### config.mk
export PLATFORM = sky130hd
export DESIGN_NAME = rc4_ram
export DESIGN_NICKNAME = d
export VERILOG_FILES = /design/src/hdl/rc4_ram.sv
export SDC_FILE = /design/constraint.sdc
export NUM_CORES = 2
export LEC_CHECK = 0
export BUFFER_PORTS_ARGS = -buffer_cell sky130_fd_sc_hd__buf_2
export CAP_MARGIN = 20
export CORE_MARGIN = 3
export CORE_UTILIZATION = 57
export DETAILED_ROUTE_END_ITERATION = 8
export PLACE_DENSITY = 0.76
export SETUP_SLACK_MARGIN = 0.15
export SLEW_MARGIN = 20
export SYNTH_ARGS = -nofsm -noshare
export SYNTH_HDL_FRONTEND = slang
export SYNTH_SLANG_ARGS = --single-unit
### constraint.sdc
create_clock -name clk -period 2.25 [get_ports clk]
set_input_delay 0.225 -clock clk [delete_from_list [all_inputs] [get_ports clk]]
set_output_delay 0.225 -clock clk [all_outputs]
set_load 0.01 [all_outputs]
### src/hdl/rc4_ram.sv
`timescale 1ns / 1ps
// ----------------------------------------------------------------------------
// rc4_ram
// Generic simple dual-port RAM, one write and one registered read port.
// A read at the address being written returns the old data.
// ----------------------------------------------------------------------------
module rc4_ram #(
  parameter int WIDTH = 8,
  parameter int DEPTH = 256,
  parameter int AW    = (DEPTH > 1) ? $clog2(DEPTH) : 1
) (
  input  logic             clk,
  input  logic             wr_en,
  input  logic [AW-1:0]    wr_addr,
  input  logic [WIDTH-1:0] wr_data,
  input  logic [AW-1:0]    rd_addr,
  output logic [WIDTH-1:0] rd_data
);

  logic [WIDTH-1:0] mem [DEPTH];
  logic [WIDTH-1:0] rd_data_r;

  always_ff @(posedge clk) begin
    if (wr_en) begin
      mem[wr_addr] <= wr_data;
    end
    rd_data_r <= mem[rd_addr];
  end

  assign rd_data = rd_data_r;

endmodule

# --- Yosys cells after proc, flatten, opt, wreduce, memory -nomap -nowiden ---
# Memories as Yosys holds them, arrays and structs flattened. A register that Yosys moved wholly into a read port is not among the register bits.
# Index checks and enable logic that the tools add are counted.
word_totals:
  register_bits: 0
  ram_bits: 2048
  in_bits: 26
  n_memories: 1
mem_list:
  columns: ["name", "depth", "width", "read_ports", "rd_ports_with_merged_regs", "wr", "line", "text"]
  rows:
  - ["mem", 256, 8, 1, 1, 1, "20", "logic [WIDTH-1:0] mem [DEPTH];"]
op_classes:
  n_mux: 2
op_table:
  columns: ["cell", "count"]
  rows:
  - ["$mux 1", 2]

# --- Logic depth before layout (Yosys ltp) ---
depth:
  ltp_word: 2
  depth_mapped: 11
  ltp_nobuf: 6

# --- Worst setup path before layout ---
# Ideal clock, no wire load.
synth_timing:
  path_type: "in2reg"
  startpoint: "input rd_addr[0]"
  endpoint: "register rd_data_r[2] (netlist: rd_data[2]) (read register of mem)"
  setup_ps: 131
  arrival_ps: 2032
  required_ps: 2119
  slack_ps: 87
  path_stages: 9
  path_cell_list: "buf_6 -> buf_12 -> buf_8 -> buf_2 -> mux4_2 -> a22oi_1 -> a21oi_1 -> nor4_1 -> nor4_2"
synth_lines:
  columns: ["element", "line", "text"]
  rows:
  - ["start: declaration", "16", "input logic [AW-1:0] rd_addr,"]
  - ["end: declaration", "21", "logic [WIDTH-1:0] rd_data_r;"]

==> flow_metrics.py <==
metrics = {
    "placement": {
        "io_buffers": 33,
        "routabilityCongestion": 0.924,
        "hpwl_um": 129000,
        "dp_worst_setup_slack_ps": -1100,
    },
    "power_and_ir_drop": {
        "powerDensity_nw_per_um2": 836,
        "ir_drop_v": 0.000809,
        "combPwrFrac": 0.059,
        "power.switching_w": 0.0167,
        "switching_share": 0.213,
        "clkPwrFrac": 0.403,
        "pwr-share-seq": 0.538,
        "p_int_w": 0.0619,
        "leakagePower_nw": 30.7,
    },
    "grt": {
        "grt_max_degree": 88,
        "grt.total_usage": 0.287,
        "grt_pass1_vias": 43600,
        "top_usage_layer": "met2",
        "grt_use_met1": 0.397,
        "gr-total-overflow": 0,
        "antenna_found_initial": 11,
        "grt_pass1_wl_um": 301000,
        "grtUsageMet2": 0.449,
        "use_met3": 0.0614,
    },
    "cts": {
        "cts_root_buf": "clkbuf_16",
        "cts_sinks": 2056,
        "cts_buffers": 196,
        "path_clk_slew_ps": 60,
        "htree_levels": 4,
        "clock_path_buffers": 3,
        "cts_setup_buffers": 0,
        "cts_tree": "done",
        "insertion_delay_ps": 820,
    },
    "worst_setup_path": {
        "cpMaxStageDelayCell": "mux4_2",
        "cp_top_family": "multiplexers",
        "r2r_slack_ps": -330,
        "cp.depth": 7,
        "crit_start": "mem[84][2]",
        "path_class": "reg2reg",
        "worstPathArrival_ps": 3280,
        "critical_path.endpoint": "rd_data[2]",
        "max_stage_delay_ps": 580,
        "worstReg2RegStart": "mem[84][2]",
        "reg2reg_depth": 7,
        "cp_max_fo": 1,
        "cp_cell_sequence": "mux4_2 > mux4_2 > nor2b_4 > nor4_4 > buf_4 > nor4_2 > buf_4",
        "required_ps": 2950,
        "rr_endpoint": "rd_data[2]",
        "end_kind": "flip-flop",
        "startpoint_type": "flip-flop",
        "crit_buf_inv": 2,
    },
    "floorplan": {
        "io_pins": 34,
        "std_cell_rows": 136,
        "core_um2": 138000,
        "die_height_um": 380,
        "die_x_um": 380,
        "die_area_um2": 144000,
        "initial_core_util": 0.576,
    },
    "layout": {
        "area_growth_pct": 18.1,
        "num-fill-cells": 8084,
        "drive_above_1_share": 0.336,
        "ff_latch_area_um2": 61700,
        "utilization": 0.681,
        "fin_nets": 4530,
        "multi_input_area_um2": 16700,
    },
    "route": {
        "wl_per_cell_um": 31.5,
        "vias_per_cell": 6.60,
        "dr.first_iter.drc_count": 6500,
        "drt-total-wl_um": 205000,
        "postRouteAntennaNets": 0,
        "num_vias": 43100,
        "drc_errors": 0,
        "drt_first_pass_iters": 6,
    },
    "logic_synthesis": {
        "synth_top_family_by_area": "multiplexers",
        "yosysTopAreaCellShare": 0.773,
        "synth_xor_area_frac": 0,
        "synthArstFlopShare": 0,
        "synth_warnings": 0,
        "synthCells": 3733,
        "synthSimpleGateAreaFrac": 0.0263,
        "synth_compound_area_frac": 0.0342,
        "ys_seq_area_frac": 0.775,
        "synth_cell_types": 55,
        "yosys.area.top_type": "edfxtp_1",
        "yosysMostFrequentCell": "edfxtp_1",
        "synthMuxAreaShare": 0.146,
        "syn_area_per_cell_um2": 21.3,
        "syn_area_um2": 79600,
        "synth_fa_ha_area_frac": 0,
        "synth_area_leaders": "edfxtp_1 77%, mux4_2 13%, mux2i_1 1.7%",
        "ys_ff_latch": 2056,
        "synth_top_cells_by_count": "2,048 x edfxtp_1, 454 x mux4_2, 282 x nor2_1",
        "syn_nets": 3759,
        "synth-main-ff-cell": "edfxtp_1",
        "synth_edf_count": 2048,
    },
    "sta": {
        "skew_ps": 33.7,
        "hold_slack_ps": 20.9,
        "rsz0062_at_grt": "yes",
        "hold_viol": 0,
        "setup_slack_ps": -327,
        "post-route-period-util": 1.15,
        "max_freq_ghz": 0.388,
        "maxSlewHeadroom": 0.472,
        "slew_violations": 0,
        "layout_min_cycle_time_ps": 2580,
        "setup_viol": 6,
        "worst_pin_slew_ps": 790,
    },
    "status": {
        "violations": "setup timing",
        "status": "finished, violations left",
    },
    "hold_path": {
        "hp-class": "in2reg",
    },
    "flow_run": {
        "cap_viol_max_count": 0,
    },
}
==> area by class of cell <==
type                       count  share of cell area
sequential                  2056               0.656
clock buffer                 255              0.0560
inverter                       2           0.0000799
tap                         1863              0.0248
antenna                        6            0.000160
clock inverter               100             0.00908
multi-input combinational   1442               0.177
timing repair buffer         806              0.0765
==> logic make-up (layout without fill, tap and decap cells) <==
| group | Yosys count | in the layout |
|---|---|---|
| compound gates | 385 | 385 |
| buf+inv | 235 | 1163 |
| flops | 2056 | 2056 |
| mux | 591 | 591 |
| other cells | 0 | 6 |
| simple gates | 466 | 466 |
==> sequential cells by signal (all words and copies together), names as in the netlist <==
name and cells:
mem 2048, rd_data 8
==> repair_timing <==
action / CTS / global route
hold endpoints to repair: 153 / 0
setup endpoints to repair: 8 / 14
pin swaps: 7 / 5
hold buffers: 9 / 0
gates resized for setup: 30 / 7
==> worst min path at each step <==
| stage | startpoint | end | depth (start not counted) |
|---|---|---|---|
| 2_1_floorplan | wr_data[0] | mem[0][0] | 0 |
| 4_1_cts | wr_data[5] | mem[194][5] | 1 |
| 3_5_place_dp | rd_data[6] | rd_data[6] | 1 |
| 3_3_place_gp | rd_data[6] | rd_data[6] | 1 |
| 5_1_grt | wr_data[5] | mem[140][5] | 1 |
| 6_report | wr_data[5] | mem[140][5] | 1 |
==> routing by layer <==
metal / vias up / wire (µm)
li1: 17200 / -
met1: 22300 / 73700
met2: 3037 / 98600
met3: 515 / 23700
met4: 10 / 9380
met5: - / 73
==> worst register-to-register path, cell delays in order, from the launching register on <==
cell and delay (ps):
edfxtp_1 420, mux4_2 520, mux4_2 580, nor2b_4 170, nor4_4 390, buf_4 210
nor4_2 30, buf_4 140
==> cells in the final DEF (no fill, tap or decap), types with 16 or more instances in the layout <==
| master | netlist | final |
|---|---|---|
| a21oi_1 | 96 | 96 |
| a22oi_1 | 133 | 132 |
| buf_12 | 8 | 88 |
| buf_2 | 31 | 22 |
| buf_4 | 27 | 675 |
| clkbuf_1 | 111 | 51 |
| clkbuf_16 | 0 | 201 |
| clkinv_1 | 1 | 36 |
| clkinv_2 | 0 | 28 |
| edfxtp_1 | 2048 | 2048 |
| mux2i_1 | 134 | 134 |
| mux4_2 | 454 | 455 |
| nand2_1 | 33 | 33 |
| nand3_1 | 34 | 34 |
| nor2_1 | 282 | 275 |
| nor2b_1 | 31 | 26 |
| nor3_1 | 22 | 18 |
| nor4_1 | 24 | 16 |
| o221ai_1 | 46 | 46 |
| o22ai_1 | 28 | 28 |
==> power by group through the flow <==
| stage | Clock (W) | Sequential [W] | Combinational [W] |
|---|---|---|---|
| 6_report | 0.0317 | 0.0423 | 0.00464 |
| 5_1_grt | 0.0335 | 0.0423 | 0.00483 |
| 4_1_cts | 0.0320 | 0.0423 | 0.00458 |
| 3_5_place_dp | 0 | 0.0431 | 0.00447 |
| 3_3_place_gp | 0 | 0.0431 | 0.00437 |
| 2_1_floorplan | 0 | 0.0431 | 0.00206 |
==> through the flow <==
stage | cell area [µm²] | total power (W) | setup TNS (ps) | cells
final | 94000 | 0.0786 | -672 | 6530
after floorplan | 79600 | 0.0451 | 0 | 3733
after global placement | 87600 | 0.0475 | -6690 | 6160
after detailed placement | 87600 | 0.0476 | -6580 | 6160
after CTS | 93900 | 0.0788 | -563 | 6524
after global routing | 94000 | 0.0806 | -957 | 6525
No activity file was read; power rests on OpenSTA's default activity.
