==> src/hdl/rc4_pkg.sv <==
`timescale 1ns / 1ps
// ----------------------------------------------------------------------------
// rc4_pkg
// Shared constants, codes and types of the RC4 engine.
// ----------------------------------------------------------------------------
package rc4_pkg;

  localparam int BYTE_W        = 8;
  localparam int SBOX_DEPTH    = 256;
  localparam int SBOX_AW       = 8;
  localparam int KEY_DEPTH_DEF = 256;

  // req_type codes
  localparam logic REQ_KEY  = 1'b0;
  localparam logic REQ_DATA = 1'b1;

  // out_kind codes
  localparam logic KIND_DATA = 1'b0;
  localparam logic KIND_DONE = 1'b1;

  typedef enum logic [3:0] {
    ST_IDLE,
    ST_D_RD_J,
    ST_D_SWAP_I,
    ST_D_SWAP_J,
    ST_K_RD_N,
    ST_K_ADD,
    ST_K_SWAP_N,
    ST_K_SWAP_J,
    ST_OUT
  } rc4_state_t;

  // Access request to the permutation store
  typedef struct packed {
    logic [SBOX_AW-1:0] rd_addr;
    logic               wr_en;
    logic [SBOX_AW-1:0] wr_addr;
    logic [BYTE_W-1:0]  wr_data;
    logic               clear;   // back to identity
  } perm_req_t;

endpackage

==> src/hdl/rc4_ram.sv <==
`timescale 1ns / 1ps
// ----------------------------------------------------------------------------
// rc4_ram
// Generic simple dual-port RAM, one write and one registered read port.
// A read at the address being written returns the old data.
// ----------------------------------------------------------------------------
module rc4_ram #(
  parameter int WIDTH = 8,
  parameter int DEPTH = 256,
  parameter int AW    = (DEPTH > 1) ? $clog2(DEPTH) : 1
) (
  input  logic             clk,
  input  logic             wr_en,
  input  logic [AW-1:0]    wr_addr,
  input  logic [WIDTH-1:0] wr_data,
  input  logic [AW-1:0]    rd_addr,
  output logic [WIDTH-1:0] rd_data
);

  logic [WIDTH-1:0] mem [DEPTH];
  logic [WIDTH-1:0] rd_data_r;

  always_ff @(posedge clk) begin
    if (wr_en) begin
      mem[wr_addr] <= wr_data;
    end
    rd_data_r <= mem[rd_addr];
  end

  assign rd_data = rd_data_r;

endmodule

==> src/hdl/rc4_perm_mem.sv <==
`timescale 1ns / 1ps
// ----------------------------------------------------------------------------
// rc4_perm_mem
// Permutation store: 256 x 8 RAM plus one valid bit per entry. An entry
// not written since the last clear reads as its own index (identity).
// ----------------------------------------------------------------------------
module rc4_perm_mem (
  input  logic                              clk,
  input  logic                              rst_n,
  input  rc4_pkg::perm_req_t                req,
  output logic [rc4_pkg::BYTE_W-1:0]        rd_data
);
  import rc4_pkg::*;

  logic [SBOX_DEPTH-1:0] vld_r;
  logic                  rd_vld_r;
  logic [SBOX_AW-1:0]    rd_addr_r;
  logic [BYTE_W-1:0]     ram_rd;

  rc4_ram #(
    .WIDTH (BYTE_W),
    .DEPTH (SBOX_DEPTH),
    .AW    (SBOX_AW)
  ) u_ram (
    .clk     (clk),
    .wr_en   (req.wr_en),
    .wr_addr (req.wr_addr),
    .wr_data (req.wr_data),
    .rd_addr (req.rd_addr),
    .rd_data (ram_rd)
  );

  always_ff @(posedge clk) begin
    if (!rst_n || req.clear) begin
      vld_r <= '0;
    end else if (req.wr_en) begin
      vld_r[req.wr_addr] <= 1'b1;
    end
  end

  // old valid bit, consistent with read-old RAM behavior
  always_ff @(posedge clk) begin
    rd_vld_r  <= vld_r[req.rd_addr];
    rd_addr_r <= req.rd_addr;
  end

  assign rd_data = rd_vld_r ? ram_rd : rd_addr_r;

endmodule

==> config.mk <==
export PLATFORM = sky130hd
export DESIGN_NAME = rc4_perm_mem
export DESIGN_NICKNAME = d
export VERILOG_FILES = /design/src/hdl/rc4_pkg.sv /design/src/hdl/rc4_ram.sv /design/src/hdl/rc4_perm_mem.sv
export SDC_FILE = /design/constraint.sdc
export NUM_CORES = 2
export LEC_CHECK = 0
export BUFFER_PORTS_ARGS = -buffer_cell sky130_fd_sc_hd__buf_4
export CAP_MARGIN = 20
export CORE_UTILIZATION = 28
export CTS_CLUSTER_DIAMETER = 30
export DETAILED_ROUTE_END_ITERATION = 12
export HOLD_SLACK_MARGIN = 0.12
export SLEW_MARGIN = 10
export SYNTH_ARGS = -nofsm -noshare
export SYNTH_HDL_FRONTEND = slang
export SYNTH_HIERARCHICAL = 1
export SYNTH_SLANG_ARGS = --single-unit
==> constraint.sdc <==
create_clock -name clk -period 6.47 [get_ports clk]
set_input_delay 0.3235 -clock clk [delete_from_list [all_inputs] [get_ports clk]]
set_output_delay 0.3235 -clock clk [all_outputs]
set_load 0.01 [all_outputs]
# Word-level counts from Yosys, hierarchy flattened
# Memory sizes are Yosys's and may differ from the RTL's. A register that Yosys moved wholly into a read port is not among the register bits.
# Index checks and enable logic that the tools add are counted.
[word_totals]
ff_bits = 265
mem_bits_rw = 2048
out_inout_bits = 8
word_cells = 18
memories = 1
[classes]
order_cmp = 3
mux = 7
n_bitwise = 1
reduce_logical = 3
[memory_table]
columns = ["name", "words", "width", "read_ports", "rd_clocked_by_memory_dff", "write_ports", "line_no", "rtl"]
rows = [
  ["u_ram.mem", 256, 8, 1, 1, 1, "rc4_ram.sv:20", "logic [WIDTH-1:0] mem [DEPTH];"],
]
[ops]
columns = ["op", "n"]
rows = [
  ["$or 256x256->256", 1],
  ["$lt 8x9->1 const B", 2],
  ["$bmux 1 s8", 1],
  ["$demux 1 s8", 1],
  ["$ge 8x1->1 const B", 1],
  ["$mux 8", 1],
  ["$mux 1", 4],
  ["$logic_and 1x1->1", 1],
  ["$logic_not 1->1", 1],
  ["$logic_or 1x1->1", 1],
]

# Depth between registers and ports, before layout
[depth]
word_depth = 5
mapped_depth = 11
ltp_nobuf = 7

# Cells and area by module
# The synthesis kept the hierarchy.
[by_module_without_submodules]
columns = ["mod", "instances", "cells_per_inst", "area_each_um2"]
rows = [
  ["rc4_ram", 1, 3733, 79556.3],
  ["rc4_perm_mem", 1, 1153, 10570.1],
]

# Worst setup path after synthesis
# Ideal clock, no wire load.
[synth_timing]
path_kind = "input-to-reg"
startpoint = "input port req[18] (netlist bit)"
endpoint = "register u_ram.rd_data_r[2], in the netlist u_ram/rd_data[2] (read register of u_ram.mem)"
t_arrival_ps = 2130
slack_ps = 4209
stages = 9
path_buffers = 4
path_cell_list = "buf_6 > buf_12 > buf_8 > buf_2 > mux4_2 > a22oi_1 > a21oi_1 > nor4_1 > nor4_2"
[synth_rtl]
columns = ["element", "line_no", "rtl"]
rows = [
  ["start: declaration", "rc4_perm_mem.sv:10", "input rc4_pkg::perm_req_t req,"],
  ["end: declaration", "rc4_ram.sv:21", "logic [WIDTH-1:0] rd_data_r;"],
]

# Worst setup path in the final report
[layout_timing]
startpoint = "input port req[10] (netlist bit)"
endpoint = "memory u_ram.mem[90][1], enable pin"
[layout_rtl]
columns = ["element", "line_no"]
rows = [
  ["end: declaration", "rc4_ram.sv:20"],
]
# No word-level cell before the write port.

==> reports/results.ini <==
[power_and_ir_drop]
p_sw_frac=0.212
cellLeakagePower_nw=34.5
intPower_mw=31.2
power_switching_mw=8.41
total_power_mw=39.7
power_density_mw_per_mm2=363
clock_power_share=0.548
p_comb_frac=0.038
p_seq_frac=0.413
irDropWorstVdd_mv=0.253

[final_layout]
multiInputGateArea_mm2=0.0213
final_layout_size_suffix_gt1_frac=0.245
layout.core_utilization=0.343
area_growth_pct=21.4
register_area_mm2=0.0670
fillers=29800
fin_nets=5146

[sta]
setup_violations=0
rsz0062_at_grt=false
relSlewSlack=0.156
layout_setup_ws_ns=2.97
drv_slew=0
finalCritPeriodShare=0.542
worst_pin_slew_ns=1.27
hold_violations=0
timing.fmax_mhz=285
finClkSkew_ns=0.0783
period_minus_slack_ns=3.50
final.setup.tns_ns=0

[synthesis]
yosys.area.top_type_share=0.682
synth_cell_type_count=66
ys_top_cells_by_count=2,048 x edfxtp_1, 555 x nor2_1, 480 x mux4_2, 335 x a21oi_1, 273 x dfxtp_1
yosysSeqAreaShare=0.743
yosysTopAreaCell=edfxtp_1
syn_inst=4886
async_reset_ff_frac=0
ys_seq_elements=2321
ys_warn_count=6
syn_nets=4914
synth-edff-count=2048
netlist_area_mm2=0.0901
synthTopCellsByArea=edfxtp_1 68%, mux4_2 12%, dfxtp_1 6.1%
avgSynthCellArea_um2=18.4
yosysMostFrequentCell=edfxtp_1
synth_ff_type=edfxtp_1

[worst_setup_path]
critPathTopFamily=simple AND/OR/NAND/NOR gates
crit_type=input port to register
cp_cell_sequence=dlygate4sd3_1 > buf_4 > nor2b_1 > nand3_1 > buf_4 > nor2_1
slowest_stage=nand3_1
rrSetupSlack_ns=3.60
critPathMaxStageDelay_ns=0.98
worst-path-stages=6
arrival_ns=4.03
cp-start-kind=input port
reg2reg_depth=6
crit_path_end_kind=register
critPathMostFrequentCell=buf_4
path_max_fanout=14
cp.required_ns=6.99
crit_buf_inv=3

[cts]
cts_buffers=410
postCtsSetupRepairBufs=0
cts_buffer_depth=4
h-tree-depth=5
cts_tree=done
cts_hold_buffers=28
clk_pin_slew_ns=0.04
cts-root-buf=clkbuf_16
cts.repair.resized=0
clk-insertion-delay-late_ns=0.96
cts_sinks=2321

[floorplan]
die_y_um=569
core_mm2=0.319
ios=36
initial_core_util=0.282
row_count=207
dieArea_mm2=0.324
fp.dieW_um=569

[global_routing]
overflow=0
first_global_vias=49400
grt_use_total=0.144
grt_first_pass_wirelength_mm=345
grt_antenna_before_repair=11
grt_max_degree=257

[routing]
ant_nets=0
top_layer_used=met5
wl_met1_mm=95.1
drt_wl_total_mm=239
wl_met3_mm=19.1
dr.pass1.iters=5
wl_met2_mm=117
drc=0
vias=49000
routedWlPerCell_um=24.5
viasPerCell=5.03
first_iter_violations=5155

[min_path]
whs_path_depth=4
hp-class=input port to register

[placement]
portBuffers=35
place_congestion=0.856
hpwl_mm=141
preCtsSetupSlack_ns=2.20

[job]
maxCapViolCount=0

[status]
outcome=complete, no violations

[cell families after synthesis]
group / synth area share
and+or+nand+nor: 0.0395
muxes: 0.146
buffers and inverters: 0.0223
DFF: 0.743
AOI/OAI and AO/OA: 0.0494
[tightest hold or removal path, cell delays in order]
cell	delay, ns
buf_4	0.10
nand2b_4	0.13
buf_12	0.23
nor2_1	0.18
[flip-flops by register name (all words and copies together) (netlist names)]
register / cells
rd_addr_r: 8
rd_vld_r: 1
u_ram/rd_data: 8
u_ram/mem: 2048
vld_r: 256
[power groups by stage]
stage / sequential, mW / clock, mW / combinational, mW
floorplan: 16.6 / 0 / 0.847
CTS: 16.4 / 22.0 / 1.52
finish: 16.4 / 21.7 / 1.51
global route: 16.4 / 22.7 / 1.59
detailed placement: 16.7 / 0 / 1.50
global placement: 16.7 / 0 / 1.48
[layout by cell type (no fill, tap or decap), types with 28 or more instances in the layout]
| master | Yosys | layout |
|---|---|---|
| buf_4 | 34 | 102 |
| o221ai_1 | 46 | 46 |
| dfxtp_1 | 273 | 273 |
| clkinv_1 | 1 | 40 |
| nor2b_1 | 39 | 36 |
| o22ai_1 | 55 | 55 |
| clkinv_2 | 0 | 51 |
| mux2i_1 | 205 | 205 |
| edfxtp_1 | 2048 | 2048 |
| a21oi_1 | 335 | 335 |
| clkinv_4 | 0 | 39 |
| inv_6 | 0 | 36 |
| nor2_1 | 555 | 550 |
| nand2_1 | 41 | 40 |
| mux4_2 | 480 | 480 |
| nor3_1 | 35 | 30 |
| a22oi_1 | 135 | 135 |
| dlygate4sd3_1 | 0 | 28 |
| clkbuf_1 | 196 | 36 |
| bufinv_16 | 0 | 63 |
| clkbuf_16 | 0 | 415 |
| nand3_1 | 39 | 38 |
| clkinvlp_4 | 0 | 42 |
[worst paths after layout]
check / start / end
worst max-delay path: req[10] / u_ram/mem[90][1]
worst min-delay path: req[0] / vld_r[237]
worst max register to register: u_ram/mem[24][3] / u_ram/rd_data[3]
worst min register to register: vld_r[98] / vld_r[98]
[per-stage QoR]
| stage | instance area [µm²] | cells | hold WS, ns |
|---|---|---|---|
| after global placement | 94800 | 8946 | 0.439 |
| after detailed placement | 94800 | 8951 | 0.448 |
| after global routing | 109000 | 9735 | 0.200 |
| after floorplan | 90100 | 4886 | 0.351 |
| after CTS | 109000 | 9722 | 0.139 |
| final | 109000 | 9740 | 0.0764 |
[per-layer routing]
layer	GRT usage	vias up
met5	0	-
met4	0.0534	6
met3	0.0311	433
met2	0.239	2200
met1	0.185	26000
li1	-	20400
[layout make-up]
class                           count  share of cell area
Inverter                            4            0.000137
Tap cell                         4284              0.0490
Multi-Input combinational cell   2216               0.195
Antenna cell                        7            0.000160
Clock inverter                    281              0.0314
Timing Repair Buffer              165              0.0148
Clock buffer                      462              0.0976
Sequential cell                  2321               0.612
No activity file was read; power rests on OpenSTA's default activity.
